==> src/rtl/qea_pkg.sv <==
// Types, register indexes, reset values and the direction table of the encoder decoder.
// No dependencies.
package qea_pkg;

	typedef struct packed {
		logic        pin_a;
		logic        pin_b;
		logic [31:0] now_us;
		logic [31:0] now_ms;
	} sample_t;

	typedef struct packed {
		logic signed [6:0]  step;
		logic signed [31:0] position;
	} result_t;

	typedef struct packed {
		logic [19:0] poll_interval_us;
		logic [19:0] reversal_hold_us;
		logic [6:0]  accumulation_threshold;
		logic [7:0]  stable_polls;
		logic [15:0] accel_timeout_ms;
		logic [5:0]  max_accel;
		logic [1:0]  initial_levels;
	} cfg_t;

	localparam int CFG_IDX_W = 3;
	localparam logic [CFG_IDX_W-1:0] REG_POLL_INTERVAL = 3'd0;
	localparam logic [CFG_IDX_W-1:0] REG_REVERSAL_HOLD = 3'd1;
	localparam logic [CFG_IDX_W-1:0] REG_ACC_THRESHOLD = 3'd2;
	localparam logic [CFG_IDX_W-1:0] REG_STABLE_POLLS  = 3'd3;
	localparam logic [CFG_IDX_W-1:0] REG_ACCEL_TIMEOUT = 3'd4;
	localparam logic [CFG_IDX_W-1:0] REG_MAX_ACCEL     = 3'd5;
	localparam logic [CFG_IDX_W-1:0] REG_INIT_LEVELS   = 3'd6;

	localparam logic [19:0] POLL_INTERVAL_RST = 20'd5000;
	localparam logic [19:0] REVERSAL_HOLD_RST = 20'd50000;
	localparam logic [6:0]  ACC_THRESHOLD_RST = 7'd2;
	localparam logic [7:0]  STABLE_POLLS_RST  = 8'd3;
	localparam logic [15:0] ACCEL_TIMEOUT_RST = 16'd400;
	localparam logic [5:0]  MAX_ACCEL_RST     = 6'd30;
	localparam logic [1:0]  INIT_LEVELS_RST   = 2'd3;

	localparam int US_CFG_W = 20;

	localparam logic signed [1:0] DIR_NONE = 2'sd0;
	localparam logic signed [1:0] DIR_TABLE [16] = '{
		2'sd0, -2'sd1, 2'sd1, 2'sd0, 2'sd1, 2'sd0, 2'sd0, -2'sd1,
		-2'sd1, 2'sd0, 2'sd0, 2'sd1, 2'sd0, 2'sd1, -2'sd1, 2'sd0
	};

	localparam logic signed [7:0] ACC_LIMIT = 8'sd127;
	localparam logic [7:0]        QUIET_MAX = 8'd255;

	localparam int EVQ_DEPTH = 4;
	localparam int EVQ_PW    = 2;

endpackage

==> src/rtl/qea_front.sv <==
// Front part: poll filter, transition decode, accumulation and evaluation.
// Depends on qea_pkg; pushes step events to the event queue.
module qea_front #(
	parameter int TW = 32
) (
	input  logic              clk,
	input  logic              arst_n,
	input  logic              accept,
	input  qea_pkg::sample_t  sample,
	input  qea_pkg::cfg_t     cfg,
	input  logic              levels_load,
	input  logic [1:0]        levels_value,
	output logic              ev_push,
	output logic [TW:0]       ev_data
);
	import qea_pkg::*;

	localparam int CW = (TW > US_CFG_W) ? TW : US_CFG_W;

	logic [1:0]        prev_levels_q;
	logic [TW-1:0]     last_poll_q;
	logic [TW-1:0]     last_tr_q;
	logic signed [1:0] dir_q;
	logic signed [7:0] acc_q;
	logic [7:0]        quiet_q;

	logic [1:0]        levels;
	logic [TW-1:0]     now_us;
	logic [TW-1:0]     now_ms;
	logic [TW-1:0]     dt_poll;
	logic [TW-1:0]     dt_tr;
	logic              poll_ok;
	logic              rev_ok;
	logic signed [1:0] change;
	logic signed [8:0] acc_sum;
	logic signed [7:0] acc_sat;
	logic signed [7:0] acc_n;
	logic signed [1:0] dir_n;
	logic [TW-1:0]     tr_n;
	logic [7:0]        quiet_base;
	logic [7:0]        quiet_inc;
	logic [7:0]        acc_u;
	logic [7:0]        mag;
	logic              evaluate;
	logic              emit;
	logic              take;

	assign levels  = {sample.pin_a, sample.pin_b};
	assign now_us  = TW'(sample.now_us);
	assign now_ms  = TW'(sample.now_ms);
	assign dt_poll = now_us - last_poll_q;
	assign dt_tr   = now_us - last_tr_q;
	assign poll_ok = CW'(dt_poll) >= CW'(cfg.poll_interval_us);
	assign rev_ok  = CW'(dt_tr) > CW'(cfg.reversal_hold_us);
	assign change  = DIR_TABLE[{prev_levels_q, levels}];
	assign acc_sum = 9'(acc_q) + 9'(change);

	always_comb begin
		if (acc_sum > 9'(ACC_LIMIT))
			acc_sat = ACC_LIMIT;
		else if (acc_sum < -9'(ACC_LIMIT))
			acc_sat = -ACC_LIMIT;
		else
			acc_sat = acc_sum[7:0];
	end

	always_comb begin
		acc_n      = acc_q;
		dir_n      = dir_q;
		tr_n       = last_tr_q;
		quiet_base = quiet_q;
		if (levels != prev_levels_q && change != DIR_NONE) begin
			if (dir_q == DIR_NONE || dir_q == change) begin
				acc_n      = acc_sat;
				dir_n      = change;
				tr_n       = now_us;
				quiet_base = '0;
			end else if (rev_ok) begin
				// reversal after enough quiet time: restart the run
				acc_n      = 8'(change);
				dir_n      = change;
				tr_n       = now_us;
				quiet_base = '0;
			end
		end
		quiet_inc = (quiet_base == QUIET_MAX) ? quiet_base : quiet_base + 8'd1;
		acc_u     = acc_n;
		mag       = acc_n[7] ? (~acc_u + 8'd1) : acc_u;
		evaluate  = (quiet_inc >= cfg.stable_polls) && (acc_n != 8'sd0);
		emit      = evaluate && (mag >= {1'b0, cfg.accumulation_threshold});
	end

	assign take    = accept && poll_ok;
	assign ev_push = take && emit;
	assign ev_data = {acc_n[7], now_ms};

	always_ff @(posedge clk or negedge arst_n) begin
		if (!arst_n) begin
			prev_levels_q <= INIT_LEVELS_RST;
			last_poll_q   <= '0;
			last_tr_q     <= '0;
			dir_q         <= DIR_NONE;
			acc_q         <= '0;
			quiet_q       <= '0;
		end else if (levels_load) begin
			prev_levels_q <= levels_value;
		end else if (take) begin
			prev_levels_q <= levels;
			last_poll_q   <= now_us;
			last_tr_q     <= tr_n;
			if (evaluate) begin
				acc_q   <= '0;
				dir_q   <= DIR_NONE;
				quiet_q <= '0;
			end else begin
				acc_q   <= acc_n;
				dir_q   <= dir_n;
				quiet_q <= quiet_inc;
			end
		end
	end

endmodule

==> src/rtl/qea_evq.sv <==
// Short event queue between the front and back parts.
// Depends on qea_pkg for the depth.
module qea_evq #(
	parameter int W = 33
) (
	input  logic         clk,
	input  logic         arst_n,
	input  logic         push,
	input  logic [W-1:0] din,
	output logic         full,
	input  logic         pop,
	output logic [W-1:0] dout,
	output logic         nonempty
);
	import qea_pkg::*;

	logic [W-1:0]      entry_q [EVQ_DEPTH];
	logic [EVQ_PW-1:0] wr_ptr_q;
	logic [EVQ_PW-1:0] rd_ptr_q;
	logic [EVQ_PW:0]   cnt_q;

	assign full     = cnt_q == (EVQ_PW+1)'(EVQ_DEPTH);
	assign nonempty = cnt_q != '0;
	assign dout     = entry_q[rd_ptr_q];

	always_ff @(posedge clk) begin
		if (push)
			entry_q[wr_ptr_q] <= din;
	end

	always_ff @(posedge clk or negedge arst_n) begin
		if (!arst_n) begin
			wr_ptr_q <= '0;
			rd_ptr_q <= '0;
			cnt_q    <= '0;
		end else begin
			if (push)
				wr_ptr_q <= wr_ptr_q + 1'b1;
			if (pop)
				rd_ptr_q <= rd_ptr_q + 1'b1;
			if (push && !pop)
				cnt_q <= cnt_q + 1'b1;
			else if (pop && !push)
				cnt_q <= cnt_q - 1'b1;
		end
	end

endmodule

==> src/rtl/qea_back.sv <==
// Back part: run-length acceleration, detent position and the result register.
// Depends on qea_pkg; pops step events from the event queue.
module qea_back #(
	parameter int TW = 32
) (
	input  logic              clk,
	input  logic              arst_n,
	input  logic              ev_valid,
	input  logic [TW:0]       ev_data,
	output logic              ev_pop,
	input  qea_pkg::cfg_t     cfg,
	output logic              empty,
	input  logic              pop,
	output qea_pkg::result_t  result
);
	import qea_pkg::*;

	logic [5:0]    run_q;
	logic [TW-1:0] last_step_q;
	logic [31:0]   pos_q;
	logic          out_valid_q;
	result_t       result_q;

	logic          neg;
	logic [TW-1:0] ev_ms;
	logic [TW-1:0] dms;
	logic [5:0]    cap;
	logic [6:0]    run_inc;
	logic [5:0]    run_n;
	logic [6:0]    step_mag;
	logic [31:0]   pos_n;

	assign neg     = ev_data[TW];
	assign ev_ms   = ev_data[TW-1:0];
	assign dms     = ev_ms - last_step_q;
	assign cap     = (cfg.max_accel == '0) ? 6'd1 : cfg.max_accel;
	assign run_inc = {1'b0, run_q} + 7'd1;

	always_comb begin
		if (dms < TW'(cfg.accel_timeout_ms))
			run_n = (run_inc > {1'b0, cap}) ? cap : run_inc[5:0];
		else
			run_n = 6'd1;
	end

	assign step_mag = {1'b0, run_n};
	assign pos_n    = neg ? pos_q - 32'd1 : pos_q + 32'd1;

	// advance when the result slot is free or being drained this cycle
	assign ev_pop = ev_valid && (!out_valid_q || pop);
	assign empty  = !out_valid_q;
	assign result = result_q;

	always_ff @(posedge clk) begin
		if (ev_pop) begin
			result_q.step     <= neg ? (~step_mag + 7'd1) : step_mag;
			result_q.position <= pos_n;
		end
	end

	always_ff @(posedge clk or negedge arst_n) begin
		if (!arst_n) begin
			run_q       <= '0;
			last_step_q <= '0;
			pos_q       <= '0;
			out_valid_q <= 1'b0;
		end else begin
			if (ev_pop) begin
				run_q       <= run_n;
				last_step_q <= ev_ms;
				pos_q       <= pos_n;
				out_valid_q <= 1'b1;
			end else if (pop) begin
				out_valid_q <= 1'b0;
			end
		end
	end

endmodule

==> src/rtl/quadrature_encoder_accel.sv <==
// Path: a poll that yields a step is written into the event queue, then into the result
// register that drives the result ports; a busy result register holds it in the queue.
// Throughput: one poll per cycle while the event queue is not full; a 4-entry event queue
// plus the result register absorb stalls on the result side.
// Reset: arst_n low clears all state but the queue and result data asynchronously and loads
// register defaults; there is no clearing pass, so polls are accepted right after reset.
module quadrature_encoder_accel #(
	parameter int TIME_WIDTH = 32
) (
	input  logic                               clk,
	input  logic                               arst_n,
	input  logic                               push,
	output logic                               full,
	input  qea_pkg::sample_t                   sample,
	output logic                               empty,
	input  logic                               pop,
	output qea_pkg::result_t                   result,
	input  logic                               cfg_valid,
	output logic                               cfg_ready,
	input  logic [qea_pkg::CFG_IDX_W-1:0]      cfg_index,
	input  logic [31:0]                        cfg_data
);
	import qea_pkg::*;

	cfg_t              cfg_q;
	logic              cfg_wr;
	logic              levels_load;
	logic              accept;
	logic              ev_push;
	logic [TIME_WIDTH:0] ev_wdata;
	logic [TIME_WIDTH:0] ev_rdata;
	logic              ev_nonempty;
	logic              ev_pop;

	assign cfg_ready   = 1'b1;
	assign cfg_wr      = cfg_valid && cfg_ready;
	assign levels_load = cfg_wr && (cfg_index == REG_INIT_LEVELS);
	assign accept      = push && !full;

	always_ff @(posedge clk or negedge arst_n) begin
		if (!arst_n) begin
			cfg_q.poll_interval_us       <= POLL_INTERVAL_RST;
			cfg_q.reversal_hold_us       <= REVERSAL_HOLD_RST;
			cfg_q.accumulation_threshold <= ACC_THRESHOLD_RST;
			cfg_q.stable_polls           <= STABLE_POLLS_RST;
			cfg_q.accel_timeout_ms       <= ACCEL_TIMEOUT_RST;
			cfg_q.max_accel              <= MAX_ACCEL_RST;
			cfg_q.initial_levels         <= INIT_LEVELS_RST;
		end else if (cfg_wr) begin
			unique case (cfg_index)
				REG_POLL_INTERVAL: cfg_q.poll_interval_us       <= cfg_data[19:0];
				REG_REVERSAL_HOLD: cfg_q.reversal_hold_us       <= cfg_data[19:0];
				REG_ACC_THRESHOLD: cfg_q.accumulation_threshold <= cfg_data[6:0];
				REG_STABLE_POLLS:  cfg_q.stable_polls           <= cfg_data[7:0];
				REG_ACCEL_TIMEOUT: cfg_q.accel_timeout_ms       <= cfg_data[15:0];
				REG_MAX_ACCEL:     cfg_q.max_accel              <= cfg_data[5:0];
				REG_INIT_LEVELS:   cfg_q.initial_levels         <= cfg_data[1:0];
				default: begin
					// drop writes beyond the register list
				end
			endcase
		end
	end

	qea_front #(
		.TW (TIME_WIDTH)
	) u_front (
		.clk          (clk),
		.arst_n       (arst_n),
		.accept       (accept),
		.sample       (sample),
		.cfg          (cfg_q),
		.levels_load  (levels_load),
		.levels_value (cfg_data[1:0]),
		.ev_push      (ev_push),
		.ev_data      (ev_wdata)
	);

	qea_evq #(
		.W (TIME_WIDTH + 1)
	) u_evq (
		.clk      (clk),
		.arst_n   (arst_n),
		.push     (ev_push),
		.din      (ev_wdata),
		.full     (full),
		.pop      (ev_pop),
		.dout     (ev_rdata),
		.nonempty (ev_nonempty)
	);

	qea_back #(
		.TW (TIME_WIDTH)
	) u_back (
		.clk      (clk),
		.arst_n   (arst_n),
		.ev_valid (ev_nonempty),
		.ev_data  (ev_rdata),
		.ev_pop   (ev_pop),
		.cfg      (cfg_q),
		.empty    (empty),
		.pop      (pop),
		.result   (result)
	);

endmodule

==> config.mk <==
export PLATFORM = sky130hd
export DESIGN_NAME = quadrature_encoder_accel
export DESIGN_NICKNAME = d
export VERILOG_FILES = /design/src/rtl/qea_pkg.sv /design/src/rtl/qea_front.sv /design/src/rtl/qea_evq.sv /design/src/rtl/qea_back.sv /design/src/rtl/quadrature_encoder_accel.sv
export SDC_FILE = /design/constraint.sdc
export NUM_CORES = 1
export LEC_CHECK = 0
export ABC_AREA = 1
export BUFFER_PORTS_ARGS = -buffer_cell sky130_fd_sc_hd__buf_2
export CORE_MARGIN = 2
export CORE_UTILIZATION = 50
export DETAILED_ROUTE_END_ITERATION = 10
export PLACE_DENSITY = 0.65
export SLEW_MARGIN = 20
export SYNTH_ARGS = -nofsm -noshare
export SYNTH_HDL_FRONTEND = slang
export SYNTH_SLANG_ARGS = --single-unit
export TNS_END_PERCENT = 1
==> constraint.sdc <==
create_clock -name clk -period 10.18 [get_ports clk]
set_clock_uncertainty 0.1 [all_clocks]
set_input_delay 2.036 -clock clk [delete_from_list [all_inputs] [get_ports clk]]
set_output_delay 2.036 -clock clk [all_outputs]
set_load 0.02 [all_outputs]
==> results.yml, run 1 <==
route:
  routed.top_layer: "met4"
  wl_per_cell_um: 16.1
  wl_met1_mm: 32.6
  drc_errors: 0
  first_pass_iters: 6
  met2_length_mm: 30.5
  routed_wl_mm: 67.8
  drtIter0Drc: 1431
  wl_met3_mm: 3.47
  vias: 22198
  vias_per_cell: 5.26
  final_antenna_net_count: 0
placed_design:
  dp_hpwl_mm: 50.7
  portBuffers: 134
  gp_congestion: 0.911
yosys:
  synth_top_area_share_pct: 20.3
  synth-seq-cells: 410
  netlist_area_sq_um: 26600
  yosysSeqAreaShare_pct: 41.9
  avgSynthCellArea_sq_um: 7.90
  synth_common_cells: "913 x nand2_1, 497 x inv_1, 284 x o21ai_0"
  synth.area.top_cells: "dfrtp_1 20%, edfxtp_1 19%, nand2_1 13%"
  synth_largest_area_cell: "dfrtp_1"
  synth.most_common_cell: "nand2_1"
  synth_flop_cell: "dfrtp_1"
  synth_edf_count: 171
  syn_inst: 3367
  ys_async_sr_fraction_pct: 58.3
  ys_types: 66
  yosysWarnings: 0
  syn-num-nets: 3699
critical_path:
  slowest_stage: "fa_1"
  worst_setup_path_start_kind: "input pin"
  max_stage_delay_ns: 0.43
  cp_max_fo: 17
  required_ns: 10.55
  endpoint_kind: "flop"
  path_class: "in -> reg"
  critPathArrivalTime_ns: 9.55
  crit_top_cell: "nand2_1"
timing:
  fmax_mhz: 109
  report.final.slew_viol_count: 0
  rsz0062_at_grt: "no"
  relSlewSlack_pct: 28.9
  min_period_ns: 9.18
  tightest_slew_ns: 1.07
  tns_ns: 0
  setup_viol: 0
  fin_crit_sh_pct: 90.1
  finalHoldViolCount: 0
global_route:
  grt_max_degree: 174
  grt_pass1_wl_mm: 109
  grt_usage_pct: 24.2
  grt_overflow: 0
  antenna_found_initial: 2
  grt_pass1_vias: 21255
finish:
  nFillCells: 4958
  nets: 3827
  final_layout_size_suffix_gt1_share_pct: 9.22
  syn2layout_area_growth_pct: 11.2
cts:
  clkTransAtPathRegs_ns: 0.06
  cts_resized: 0
  cts-root-buf: "clkbuf_16"
  post-cts-setup-buffers: 0
  htree_num_levels: 2
  tritoncts: "yes"
  clkSinkCount: 410
  clkLatencyLatePin_ns: 0.60
  cts_buffers: 47
  ctsHoldBuffers: 0
  cts-root-to-sink-buffers: 3
hold_path:
  hold_path_class: "reg -> reg"
die:
  num_rows: 84
  initial_core_util_pct: 50.6
  dieArea_sq_um: 55100
  io_pins: 148
  die_x_um: 235
  die_y_um: 235
  coreArea_sq_um: 52600
job:
  cap_violations: 0
outcome:
  status: "complete, no violations"
layer usage:
layer / up-vias / global-route usage, %
met5: - / 0
met1: 10431 / 34.8
met3: 73 / 3.67
met4: 0 / 5.35
met2: 462 / 38.8
li1: 11232 / -
path summary, 6_finish.rpt:
path	depth (start not counted)	slack, ns	start	to
worst max-delay path	49	1.00	sample[32]	u_evq.cnt_q[1]$_DFFE_PN0P_
worst min-delay path	2	0.37	u_front.last_tr_q[29]$_DFFE_PN0P_	u_front.last_tr_q[29]$_DFFE_PN0P_
worst max register to register	47	2.33	u_front.last_tr_q[0]$_DFFE_PN0P_	u_evq.cnt_q[1]$_DFFE_PN0P_
worst min register to register	2	0.37	u_front.last_tr_q[29]$_DFFE_PN0P_	u_front.last_tr_q[29]$_DFFE_PN0P_
max in group asynchronous	2	7.30	arst_n	u_front.last_poll_q[25]$_DFFE_PN0P_
min in group asynchronous	1	1.30	arst_n	u_evq.rd_ptr_q[1]$_DFFE_PN0P_
critical path: cells and delay by family:
family          cells  cell delay, ns
buf+inv             9            0.84
xor+xnor            2            0.42
compound gates      9            1.42
simple gates       21            2.55
mux                 1            0.27
fa+ha+maj           7            2.02
flip-flops by register name, summed over array words and instances (netlist names), 6 cells and up:
name / count
u_front.acc_q: 8
u_back.run_q: 6
u_front.quiet_q: 8
u_evq.entry_q: 132
u_front.last_tr_q: 32
cfg_q: 77
u_front.last_poll_q: 32
u_back.last_step_q: 32
u_back.result: 39
u_back.pos_q: 32
per-stage QoR:
stage / cell area [sq um] / utilization [%] / worst slack [ns] / hold WS, ns / cells
after floorplan: 26600 / - / 1.39 / 0.342 / 3367
after global placement: 28000 / 53.3 / 0.481 / 0.354 / 4134
after detailed placement: 28000 / 53.3 / 0.382 / 0.359 / 4134
after CTS: 29600 / 56.3 / 0.984 / 0.375 / 4222
after global routing: 29600 / 56.3 / 0.202 / 0.383 / 4222
final: 29600 / 56.3 / 1.00 / 0.374 / 4224
cell usage in the layout (no fill, tap or decap), drive strengths merged, types with 151 or more instances in the layout:
cell type  synthesis  layout
inv              506     508
buf               19     151
nand3            161     161
o21ai            292     292
dfrtp            216     216
a21oi            174     174
nand2            932     932
edfxtp           171     171
nor2             264     264
ha               220     220
logic make-up after synthesis:
family	share of synthesized area (%)
flip-flops	41.9
AND/OR/NAND/NOR	22.2
other	0.0141
AO/OA/AOI/OAI	12.2
buffers and inverters	8.41
multiplexers	0.127
XOR/XNOR	4.31
adder cells (fa/ha/maj)	10.8
cell type report:
cell class                 count  area [sq um]  area share, %
clock buffer                  65          1300           4.41
multi-input combinational   2377         13300           44.8
inverter                     508          1910           6.46
clock inverter                23           274          0.926
sequential                   410         11100           37.7
timing repair buffer         151           821           2.77
tap                          688           861           2.91
antenna                        2          5.00         0.0169
Power of run 1 is left out: the tool's default activity adds up to more than one toggle a clock period on the data nets, which glitch-free logic cannot reach.
==> run 2, diff against run 1 <==
- PLACE_DENSITY: 0.65 -> 0.68
- clock period: 10.18 -> 8.3 ns (I/O delays scaled with it)
==> results.yml, run 2 (synthesis results as in run 1) <==
critical_path:
  max_stage_delay_ns: 0.41
  endpoint_kind: "flop"
  worst_setup_path_start_kind: "input pin"
  slowest_stage: "fa_1"
  cp_max_fo: 4
  critPathArrivalTime_ns: 8.16
  required_ns: 8.68
  crit_top_cell: "nand2_1"
  path_class: "in -> reg"
  r2r_cells: 48
global_route:
  grt.busiest_layer: "met2"
  gr-usage-met2_pct: 39.9
  met1_usage_pct: 31.9
  met3_usage_pct: 3.85
  grt_max_degree: 159
  grt_usage_pct: 23.9
  antenna_found_initial: 2
  grt_pass1_vias: 21295
  grt_pass1_wl_mm: 108
  grt_overflow: 0
timing:
  finalHoldViolCount: 0
  setup_viol: 0
  rsz0062_at_grt: "no"
  tightest_slew_ns: 1.10
  report.final.slew_viol_count: 0
  hold_ws_ns: 0.369
  min_period_ns: 7.78
  tns_ns: 0
  fin_crit_sh_pct: 93.7
  relSlewSlack_pct: 26.6
  fmax_mhz: 129
finish:
  stdcell_count: 4313
  final_layout_size_suffix_gt1_share_pct: 11.8
  final_common_cell: "nand2_1"
  largest_register_ffs: 132
  largest_register: "u_evq.entry_q"
  nets: 3917
  layout_common_cells: "912 x nand2_1, 493 x inv_1, 284 x o21ai_0, 241 x nor2_1, 220 x ha_1"
  final_cell_area_sq_um: 30500
  post-route-util_pct: 58.0
  syn2layout_area_growth_pct: 14.5
  nFillCells: 4849
placed_design:
  placed_area_sq_um: 28700
  dp_hpwl_mm: 49.3
  portBuffers: 134
  place_inst: 4223
  gp_congestion: 0.934
die:
  num_rows: 84
  die_x_um: 235
  initial_core_util_pct: 50.6
  coreArea_sq_um: 52600
  die_y_um: 235
  io_pins: 148
  dieArea_sq_um: 55100
cts:
  cts_buffers: 47
  cts-root-buf: "clkbuf_16"
  clkSinkCount: 410
  cts-root-to-sink-buffers: 3
  tritoncts: "yes"
  clkLatencyLatePin_ns: 0.61
  clkTransAtPathRegs_ns: 0.06
  ctsHoldBuffers: 0
  htree_num_levels: 2
route:
  vias: 22110
  final_antenna_net_count: 0
  wl_per_cell_um: 15.3
  drc_errors: 0
  drtIter0Drc: 1456
  first_pass_iters: 5
  routed_wl_mm: 66.1
  vias_per_cell: 5.13
power_and_ir_drop:
  ir_drop_mv: 0.209
  leakage_nw: 15.1
  pwr_density_cell_nw_per_um2: 478
hold_path:
  hold_path_class: "reg -> reg"
  holdPathStages: 2
outcome:
  status: "complete, no violations"
job:
  cap_violations: 0
-- run 2: final timing paths --
path	startpoint	end	slack, ns
max	sample[32]	u_evq.cnt_q[1]$_DFFE_PN0P_	0.52
max in group asynchronous	arst_n	u_front.last_tr_q[4]$_DFFE_PN0P_	5.81
min	u_front.last_tr_q[30]$_DFFE_PN0P_	u_front.last_tr_q[30]$_DFFE_PN0P_	0.37
min in group asynchronous	arst_n	u_back.last_step_q[21]$_DFFE_PN0P_	0.92
min reg2reg	u_front.last_tr_q[30]$_DFFE_PN0P_	u_front.last_tr_q[30]$_DFFE_PN0P_	0.37
max reg2reg	u_front.last_tr_q[3]$_DFFE_PN0P_	u_evq.cnt_q[1]$_DFFE_PN0P_	1.43
-- run 2: power breakdown --
part	switching, mW	internal, mW
clock	0.912	1.39
sequential	0.252	2.87
combinational	5.79	3.34
total	6.96	7.60
-- run 2: area by class of cell --
cell class                 count  area, sq um  area share [%]
antenna                        1         2.50         0.00821
tap                          688          861            2.83
inverter                     508         1910            6.27
sequential                   410        11100            36.6
multi-input combinational   2377        13300            43.6
timing repair buffer         241         1520            4.99
clock buffer                  57         1260            4.15
clock inverter                31          473            1.55
-- run 2: stage by stage --
step | power (mW) | setup WS [ns]
6_report | 14.6 | 0.525
5_1_grt | 16.1 | 0.0279
4_1_cts | 14.6 | 0.257
3_5_place_dp | 12.2 | -0.376
3_3_place_gp | 12.1 | -0.248
2_1_floorplan | 9.93 | -0.119
-- run 2: metal layers --
layer / share of wire (%) / vias up
met5: 0.014 / -
met4: 3.0 / 2
met3: 5.2 / 107
met2: 47 / 468
met1: 45 / 10129
li1: - / 11404
-- run 2: worst max-delay path: cells and delay by family --
family	cells	cell delay [ns]
xor+xnor	2	0.32
mux	1	0.27
fa+ha+maj	7	1.91
buf+inv	9	0.61
compound gates	9	1.39
simple gates	21	1.96
-- run 2: what timing repair did --
item	CTS	global route
resized for setup	0	7
setup buffers	0	0
setup endpoints to repair	0	53
Power figures use the tool's default switching activity.
